**src/design/rra_pkg.sv**
```systemverilog
`timescale 1ns / 1ps
`default_nettype none

package rra_pkg;

  localparam int unsigned CLIENT_W = 16;
  localparam int unsigned ENTRY_W  = 8;
  localparam int unsigned ID_W     = 5;
  localparam int unsigned USE_W    = 16;

  localparam logic [ID_W-1:0]  ACTIVE_RESET = 5'd16;
  localparam logic [USE_W-1:0] USE_MAX      = 16'hFFFF;

  localparam logic OP_ALLOCATE = 1'b0;
  localparam logic OP_RELEASE  = 1'b1;

  typedef enum logic [1:0] {
    STAT_ALLOCATED = 2'd0,
    STAT_NONE      = 2'd1,
    STAT_RELEASED  = 2'd2,
    STAT_UNKNOWN   = 2'd3
  } status_e;

  typedef struct packed {
    logic                operation;
    logic [CLIENT_W-1:0] client_id;
    logic [ENTRY_W-1:0]  entry_id;
  } req_t;

  typedef struct packed {
    status_e           status;
    logic [ID_W-1:0]   granted_id;
    logic [USE_W-1:0]  use_total;
    logic [ID_W-1:0]   free_total;
  } rsp_t;

  typedef struct packed {
    logic [CLIENT_W-1:0] holder;
    logic [USE_W-1:0]    uses;
  } entry_t;

endpackage

`default_nettype wire

```
**src/design/round_robin_resource_allocator.sv**
```systemverilog
`timescale 1ns / 1ps
`default_nettype none

// Round-robin allocator over a pool of entries with ids 1..active_count (capped at
// POOL_SIZE and at 31). A beat on start while busy is low is taken; the result is
// registered after the execute cycle and shown on rsp_o for one cycle with
// rsp_valid_o, and cannot be held off. The accept cycle runs the round-robin search
// over the free bitmap and issues the read of the entry memory, the next cycle
// writes the entry back and updates bitmap and pointer. busy is low again in the
// cycle the result is shown, so a new item is taken only once the last is through.
// A write of active_count sets busy while the search pointer is reduced modulo
// the new count by a one-bit-per-cycle remainder unit.
module round_robin_resource_allocator #(
  parameter int unsigned POOL_SIZE = 16
) (
  input  wire              clk_i,
  input  wire              rst_ni,
  input  wire              start,
  output logic             busy,
  input  rra_pkg::req_t    req_i,
  input  wire              cfg_we_i,
  input  wire [4:0]        cfg_wdata_i,
  output logic             rsp_valid_o,
  output rra_pkg::rsp_t    rsp_o
);
  import rra_pkg::*;

  localparam int unsigned LIVE_MAX = (POOL_SIZE < 31) ? POOL_SIZE : 31;
  localparam int unsigned IDX_W    = (LIVE_MAX > 1) ? $clog2(LIVE_MAX) : 1;

  typedef enum logic [1:0] {
    S_IDLE,
    S_EXEC,
    S_NORM
  } state_e;

  state_e              state_q;
  logic [ID_W-1:0]     active_q;
  logic [LIVE_MAX-1:0] free_q, free_d;
  logic [ID_W-1:0]     search_q, start_q;
  logic [ID_W-1:0]     rem_q, rem_d;
  logic [2:0]          step_q;
  logic                op_q, hit_q;
  logic [CLIENT_W-1:0] client_q;
  logic [ID_W-1:0]     idx_q;
  rsp_t                rsp_q, rsp_d;
  logic                rsp_valid_q;

  entry_t              mem_q [LIVE_MAX];
  logic [LIVE_MAX-1:0] written_q;
  entry_t              rdata_q;
  logic                rvalid_q;

  logic [ID_W-1:0]     n_eff;
  logic [LIVE_MAX-1:0] act_mask, hi_mask, hi_free, all_free;
  logic [ID_W-1:0]     hi_idx, all_idx, grant_idx, sel_idx, next_ptr;
  logic                hi_found, all_found, grant_hit, rel_hit, sel_hit;
  logic                accept;
  logic [USE_W-1:0]    uses_old, uses_new;
  logic [ID_W-1:0]     free_cnt;
  logic [ID_W:0]       rem_t;
  logic [2:0]          bit_sel;

  assign n_eff  = (active_q > ID_W'(LIVE_MAX)) ? ID_W'(LIVE_MAX) : active_q;
  assign busy   = (state_q != S_IDLE);
  assign accept = start && !busy;

  // rotated first-free search over the active entries
  always_comb begin
    hi_found  = 1'b0;
    all_found = 1'b0;
    hi_idx    = '0;
    all_idx   = '0;
    for (int i = 0; i < LIVE_MAX; i++) begin
      act_mask[i] = (ID_W'(i) < n_eff);
      hi_mask[i]  = act_mask[i] && (ID_W'(i) >= start_q);
    end
    hi_free  = free_q & hi_mask;
    all_free = free_q & act_mask;
    for (int i = LIVE_MAX - 1; i >= 0; i--) begin
      if (hi_free[i]) begin
        hi_found = 1'b1;
        hi_idx   = ID_W'(i);
      end
      if (all_free[i]) begin
        all_found = 1'b1;
        all_idx   = ID_W'(i);
      end
    end
    grant_hit = all_found;
    grant_idx = hi_found ? hi_idx : all_idx;
    rel_hit   = (req_i.entry_id != '0) &&
                (req_i.entry_id <= {{(ENTRY_W-ID_W){1'b0}}, n_eff});
    if (req_i.operation == OP_ALLOCATE) begin
      sel_hit = grant_hit;
      sel_idx = grant_idx;
    end else begin
      sel_hit = rel_hit;
      sel_idx = ID_W'(req_i.entry_id - 8'd1);
    end
  end

  // entry update, result and free count
  always_comb begin
    uses_old = rvalid_q ? rdata_q.uses : '0;
    uses_new = (uses_old == USE_MAX) ? USE_MAX : uses_old + 16'd1;
    next_ptr = (idx_q + 5'd1 == n_eff) ? '0 : idx_q + 5'd1;
    free_d   = free_q;
    for (int i = 0; i < LIVE_MAX; i++) begin
      if (hit_q && ID_W'(i) == idx_q) begin
        free_d[i] = (op_q == OP_RELEASE);
      end
    end
    free_cnt = '0;
    for (int i = 0; i < LIVE_MAX; i++) begin
      free_cnt = free_cnt + ID_W'(free_d[i] & act_mask[i]);
    end
    rsp_d            = '0;
    rsp_d.free_total = free_cnt;
    if (op_q == OP_ALLOCATE) begin
      if (hit_q) begin
        rsp_d.status     = STAT_ALLOCATED;
        rsp_d.granted_id = idx_q + 5'd1;
      end else begin
        rsp_d.status = STAT_NONE;
      end
    end else begin
      if (hit_q) begin
        rsp_d.status    = STAT_RELEASED;
        rsp_d.use_total = uses_new;
      end else begin
        rsp_d.status = STAT_UNKNOWN;
      end
    end
  end

  // restoring remainder step: search pointer modulo the active count
  always_comb begin
    bit_sel = 3'(ID_W - 1) - step_q;
    rem_t   = {rem_q, search_q[bit_sel]};
    if (rem_t >= {1'b0, n_eff}) begin
      rem_t = rem_t - {1'b0, n_eff};
    end
    rem_d = rem_t[ID_W-1:0];
  end

  always_ff @(posedge clk_i or negedge rst_ni) begin
    if (!rst_ni) begin
      state_q     <= S_IDLE;
      active_q    <= ACTIVE_RESET;
      free_q      <= '1;
      search_q    <= '0;
      start_q     <= '0;
      rem_q       <= '0;
      step_q      <= '0;
      op_q        <= OP_ALLOCATE;
      hit_q       <= 1'b0;
      client_q    <= '0;
      idx_q       <= '0;
      rsp_q       <= '0;
      rsp_valid_q <= 1'b0;
    end else begin
      rsp_valid_q <= (state_q == S_EXEC) && !cfg_we_i;
      if (cfg_we_i) begin
        active_q <= cfg_wdata_i;
        rem_q    <= '0;
        step_q   <= '0;
        state_q  <= S_NORM;
      end else begin
        unique case (state_q)
          S_IDLE: begin
            if (accept) begin
              op_q     <= req_i.operation;
              client_q <= req_i.client_id;
              hit_q    <= sel_hit;
              idx_q    <= sel_idx;
              state_q  <= S_EXEC;
            end
          end
          S_EXEC: begin
            free_q <= free_d;
            rsp_q  <= rsp_d;
            if (hit_q && op_q == OP_ALLOCATE) begin
              search_q <= next_ptr;
              start_q  <= next_ptr;
            end
            state_q <= S_IDLE;
          end
          S_NORM: begin
            rem_q  <= rem_d;
            step_q <= step_q + 3'd1;
            if (n_eff == '0) begin
              state_q <= S_IDLE;
            end else if (step_q == 3'(ID_W - 1)) begin
              start_q <= rem_d;
              state_q <= S_IDLE;
            end
          end
          default: state_q <= S_IDLE;
        endcase
      end
    end
  end

  // entry memory: read on accept, write back in the following cycle
  always_ff @(posedge clk_i) begin
    if (accept) begin
      rdata_q <= mem_q[sel_idx[IDX_W-1:0]];
    end
    if (state_q == S_EXEC && hit_q && !cfg_we_i) begin
      if (op_q == OP_ALLOCATE) begin
        mem_q[idx_q[IDX_W-1:0]] <= '{holder: client_q, uses: uses_old};
      end else begin
        mem_q[idx_q[IDX_W-1:0]] <= '{holder: '0, uses: uses_new};
      end
    end
  end

  // use counts read as zero until first written
  always_ff @(posedge clk_i or negedge rst_ni) begin
    if (!rst_ni) begin
      written_q <= '0;
      rvalid_q  <= 1'b0;
    end else begin
      if (accept) begin
        rvalid_q <= written_q[sel_idx[IDX_W-1:0]];
      end
      if (state_q == S_EXEC && hit_q && !cfg_we_i) begin
        written_q[idx_q[IDX_W-1:0]] <= 1'b1;
      end
    end
  end

  assign rsp_valid_o = rsp_valid_q;
  assign rsp_o       = rsp_q;

`ifndef SYNTHESIS
  a_rsp_after_exec: assert property (@(posedge clk_i) disable iff (!rst_ni)
    rsp_valid_o |-> $past(state_q) == S_EXEC)
    else $error("result strobe without a preceding execute cycle");

  a_grant_range: assert property (@(posedge clk_i) disable iff (!rst_ni)
    (rsp_valid_o && rsp_o.status == STAT_ALLOCATED) |->
      (rsp_o.granted_id != '0 && rsp_o.granted_id <= n_eff))
    else $error("granted id outside the active entries");

  a_free_range: assert property (@(posedge clk_i) disable iff (!rst_ni)
    rsp_valid_o |-> rsp_o.free_total <= n_eff)
    else $error("free count exceeds active count");

  a_ptr_norm: assert property (@(posedge clk_i) disable iff (!rst_ni)
    (state_q == S_IDLE && n_eff != '0) |-> start_q < n_eff)
    else $error("search start not reduced below active count");
`endif

endmodule

`default_nettype wire
```
**config.mk**
```make
export PLATFORM = sky130hd
export DESIGN_NAME = round_robin_resource_allocator
export DESIGN_NICKNAME = d
export VERILOG_FILES = /design/src/design/rra_pkg.sv /design/src/design/round_robin_resource_allocator.sv
export SDC_FILE = /design/constraint.sdc
export NUM_CORES = 1
export LEC_CHECK = 0
export ABC_AREA = 1
export BUFFER_PORTS_ARGS = -buffer_cell sky130_fd_sc_hd__buf_4
export CORE_MARGIN = 4
export CORE_UTILIZATION = 46
export DETAILED_ROUTE_END_ITERATION = 10
export PLACE_DENSITY = 0.72
export SYNTH_ARGS = -nofsm -noshare
export SYNTH_HDL_FRONTEND = slang
export SYNTH_SLANG_ARGS = --single-unit
```
**constraint.sdc**
```tcl
create_clock -name clk_i -period 6.1 [get_ports clk_i]
set_input_delay 0.915 -clock clk_i [delete_from_list [all_inputs] [get_ports clk_i]]
set_output_delay 0.915 -clock clk_i [all_outputs]
set_load 0.01 [all_outputs]
```
==> run_results.csv <==
group,metric,value,unit
status,status,"finished, final reports clean",
detailed_routing,drt_iter0_drc,1118,
synth,syn_area,0.0173,mm^2
power_and_ir_drop,p_per_area,462,mW/mm^2
timing,hold_viol_final,0,
detailed_routing,wl_per_cell,19.1,um
worst_setup_path,timing.rr.end,"rsp_o[4]",
clocking,cts_hold_buf,0,
detailed_routing,drc,0,
timing,setup_viol,0,
cells_and_area,final_util,53.2,%
worst_setup_path,end_kind,"flip-flop",
grt,grt_usage,20.9,%
worst_setup_path,critical_path.top_delay_family,"adder cells",
placement,place_area,0.0183,mm^2
die,io_pins,64,
synth,yosysTopAreaCellShare,47.2,%
clocking,clock_path_buffers,3,
timing,final.setup.tns,0,ns
clocking,cts_buffers,40,
synth,yosys-top-cells-count,"nand2_1, edfxtp_1, inv_1",
grt,grt_max_degree,75,
synth,async_flop_share,25.7,%
synth,synth_flop_cell,"edfxtp_1",
worst_setup_path,path_cells,"inv_1 -> nor2_1 -> buf_4 -> clkinv_1 -> nor2_1 -> nor2_1 -> a21oi_1 -> nand2_1 -> fa_1 -> inv_1 -> fa_1 -> fa_1 -> fa_1 -> ha_1 -> inv_1 -> fa_1 -> o21ai_0 -> nand3_1 -> nand2_1",
die,die_area,0.0408,mm^2
detailed_routing,vias,12800,
synth,synth_edf_count,272,
cells_and_area,nets,1811,
worst_setup_path,worst-path-buf-inv,5,
clocking,cts_resized,0,
clocking,clock_latency,0.55,ns
synth,synth_cell_types,48,
clocking,root_buffer,"clkbuf_16",
die,die_h,202,um
clocking,post_cts_buffers,0,
detailed_routing,wirelength,43.4,mm
placement,place.gp.congestion,0.904,
worst_setup_path,reg2reg_slack,1.41,ns
cells_and_area,layout-drive-gt1-share,11.9,%
die,rows,70,
hold_path,hp-class,"input port to asynchronous set/reset pin",
timing,holdWs,0.280,ns
synth,synth_area_leaders,"edfxtp_1, dfrtp_1, nand2_1",
timing,max_freq,213,MHz
worst_setup_path,cpMostUsedCell,"fa_1",
placement,dp.cells,2202,
die,start_util,46.9,%
clocking,cts_tree,"yes",
synth,seq_area_frac_synth,60.9,%
cells_and_area,final_area,0.0196,mm^2
grt,grt_pass1_wl,67.6,mm
worst_setup_path,worstSetupPathType,"flip-flop to flip-flop",
worst_setup_path,r2r_start,"hit_q",
synth,synth_top_area_cell,"edfxtp_1",
cells_and_area,syn_to_final_growth,13.3,%
detailed_routing,ant_nets,0,
die,fp.coreArea,0.0369,mm^2
power_and_ir_drop,vdd_drop_max,0.382,mV
worst_setup_path,cp.arrival,5.18,ns
timing,maxSlewViolCount,0,
timing,relSlewSlack,18.3,%
worst_setup_path,crit_required,6.59,ns
cells_and_area,instances_no_fill,2275,
timing,min_period,4.69,ns
grt,grt_overflow_total,0,
timing,fin_crit_sh,77.0,%
synth,synth_seq_cells,366,
worst_setup_path,worst_setup_path_start_kind,"flip-flop",
worst_setup_path,r2r_cells,19,
flow_run,cap_violations,0,
worst_setup_path,cp_slowest_cell,"fa_1",
clocking,htree_num_levels,2,
grt,grt_pass1_vias,12100,
die,fp.dieW,202,um
clocking,clk_pin_slew,0.06,ns
worst_setup_path,cp_max_fo,12,
timing,grt_setup_unrepaired,"false",
timing,worstMarginPinSlew,1.22,ns
placement,place_hpwl,26.8,mm
grt,antenna_found_initial,0,
synth,yosysMostFrequentCell,"nand2_1",
synth,synth_cells,1688,
worst_setup_path,slowest_delay,0.55,ns
synth,yosys_warnings,0,
detailed_routing,viasPerCell,5.62,
clocking,cts_num_sinks,366,
timing,finClkSkew,0.0235,ns
synth,avgSynthCellArea,10.3,um^2
synth,synth_nets,1759,
detailed_routing,drt_first_pass_iters,5,
power_and_ir_drop,p_leak,0.00784,uW
cells_and_area,antennaDiodeCount,0,
placement,port_buffers,47,
## worst register-to-register path: stages (launching register included)
cell and delay (ns):
dfrtp_1 0.37, inv_1 0.11, nor2_1 0.10, buf_4 0.18, clkinv_1 0.22, nor2_1 0.21
nor2_1 0.06, a21oi_1 0.16, nand2_1 0.11, fa_1 0.55, inv_1 0.05, fa_1 0.46
fa_1 0.52, fa_1 0.55, ha_1 0.17, inv_1 0.05, fa_1 0.40, o21ai_0 0.18
nand3_1 0.10, nand2_1 0.10
## where the power goes
| group | internal [uW] | switching (uW) |
|---|---|---|
| combinational | 1120 | 2310 |
| clock | 1400 | 968 |
| sequential | 3090 | 171 |
## logic make-up (layout without fill, tap and decap cells)
logic type               Yosys count  count (layout)  synth area share [%]
XOR/XNOR                          22              22                  1.11
AO/OA/AOI/OAI                    440             440                  15.2
flip-flops                       366             366                  60.9
adder cells (fa/ha/maj)           37              37                  3.15
AND/OR/NAND/NOR                  535             535                  12.8
buffers and inverters            288             371                  6.82
## per-stage QoR
step / worst slack [ns] / power (uW)
2_1_floorplan: 1.87 / 5710
5_1_grt: 1.02 / 9630
3_3_place_gp: 1.50 / 6620
3_5_place_dp: 1.44 / 6700
6_report: 1.41 / 9060
4_1_cts: 1.45 / 9070
## routing by layer
layer | vias to the layer above | GRT usage [%] | part of all wire (%)
met3 | 119 | 3.64 | 8.1
met4 | 0 | 7.40 | 3.5
met1 | 6118 | 28.7 | 42
met5 | - | 0 | 0
li1 | 5977 | - | -
met2 | 572 | 33.9 | 47
## final cells by class
class | count | area, um^2
repair buffers | 94 | 718
clock buffers | 51 | 1080
multi-input cells | 1034 | 5640
inverters | 204 | 766
fillers | 3095 | 17300
well taps | 504 | 631
clock inverters | 22 | 226
flip-flops and latches | 366 | 10500
## layout by cell type (no fill, tap or decap), drive strengths merged, types with 3 or more instances in the layout
cell	synthesis	layout
edfxtp	272	272
a21oi	92	92
clkinv	5	21
xor2	15	15
o211ai	137	137
nand4	6	6
ha	26	26
nand3	87	87
inv	199	200
nor4	3	3
nand3b	3	3
dfrtp	77	77
nor3	7	7
xnor2	7	7
nand2	311	311
o22ai	4	4
fa	11	11
o21ai	188	188
clkbuf	49	51
buf	35	94
bufinv	0	3
a31oi	7	7
nor2	113	113
o31ai	3	3
dfstp	17	17
## worst max-delay path by stage
stage	from	to	slack, ns	cells after the start
after floorplan	hit_q	rsp_o[4]	1.87	17
after global placement	hit_q	rsp_o[4]	1.50	19
after detailed placement	hit_q	rsp_o[4]	1.44	19
after CTS	hit_q	rsp_o[4]	1.45	19
after global routing	hit_q	rsp_o[4]	1.02	19
final	hit_q	rsp_o[4]	1.41	19
## state kept, by name, indices dropped and copies added, names as in the netlist
name and cells:
mem_q 256, rsp_o 28, free_q 16, rdata_q 16, written_q 16, active_q 5, idx_q 5, rem_q 5
search_q 5, start_q 5, step_q 3, state_q 2, hit_q 1, op_q 1, rsp_valid_o 1, rvalid_q 1
(Power assumes the default switching activity.)
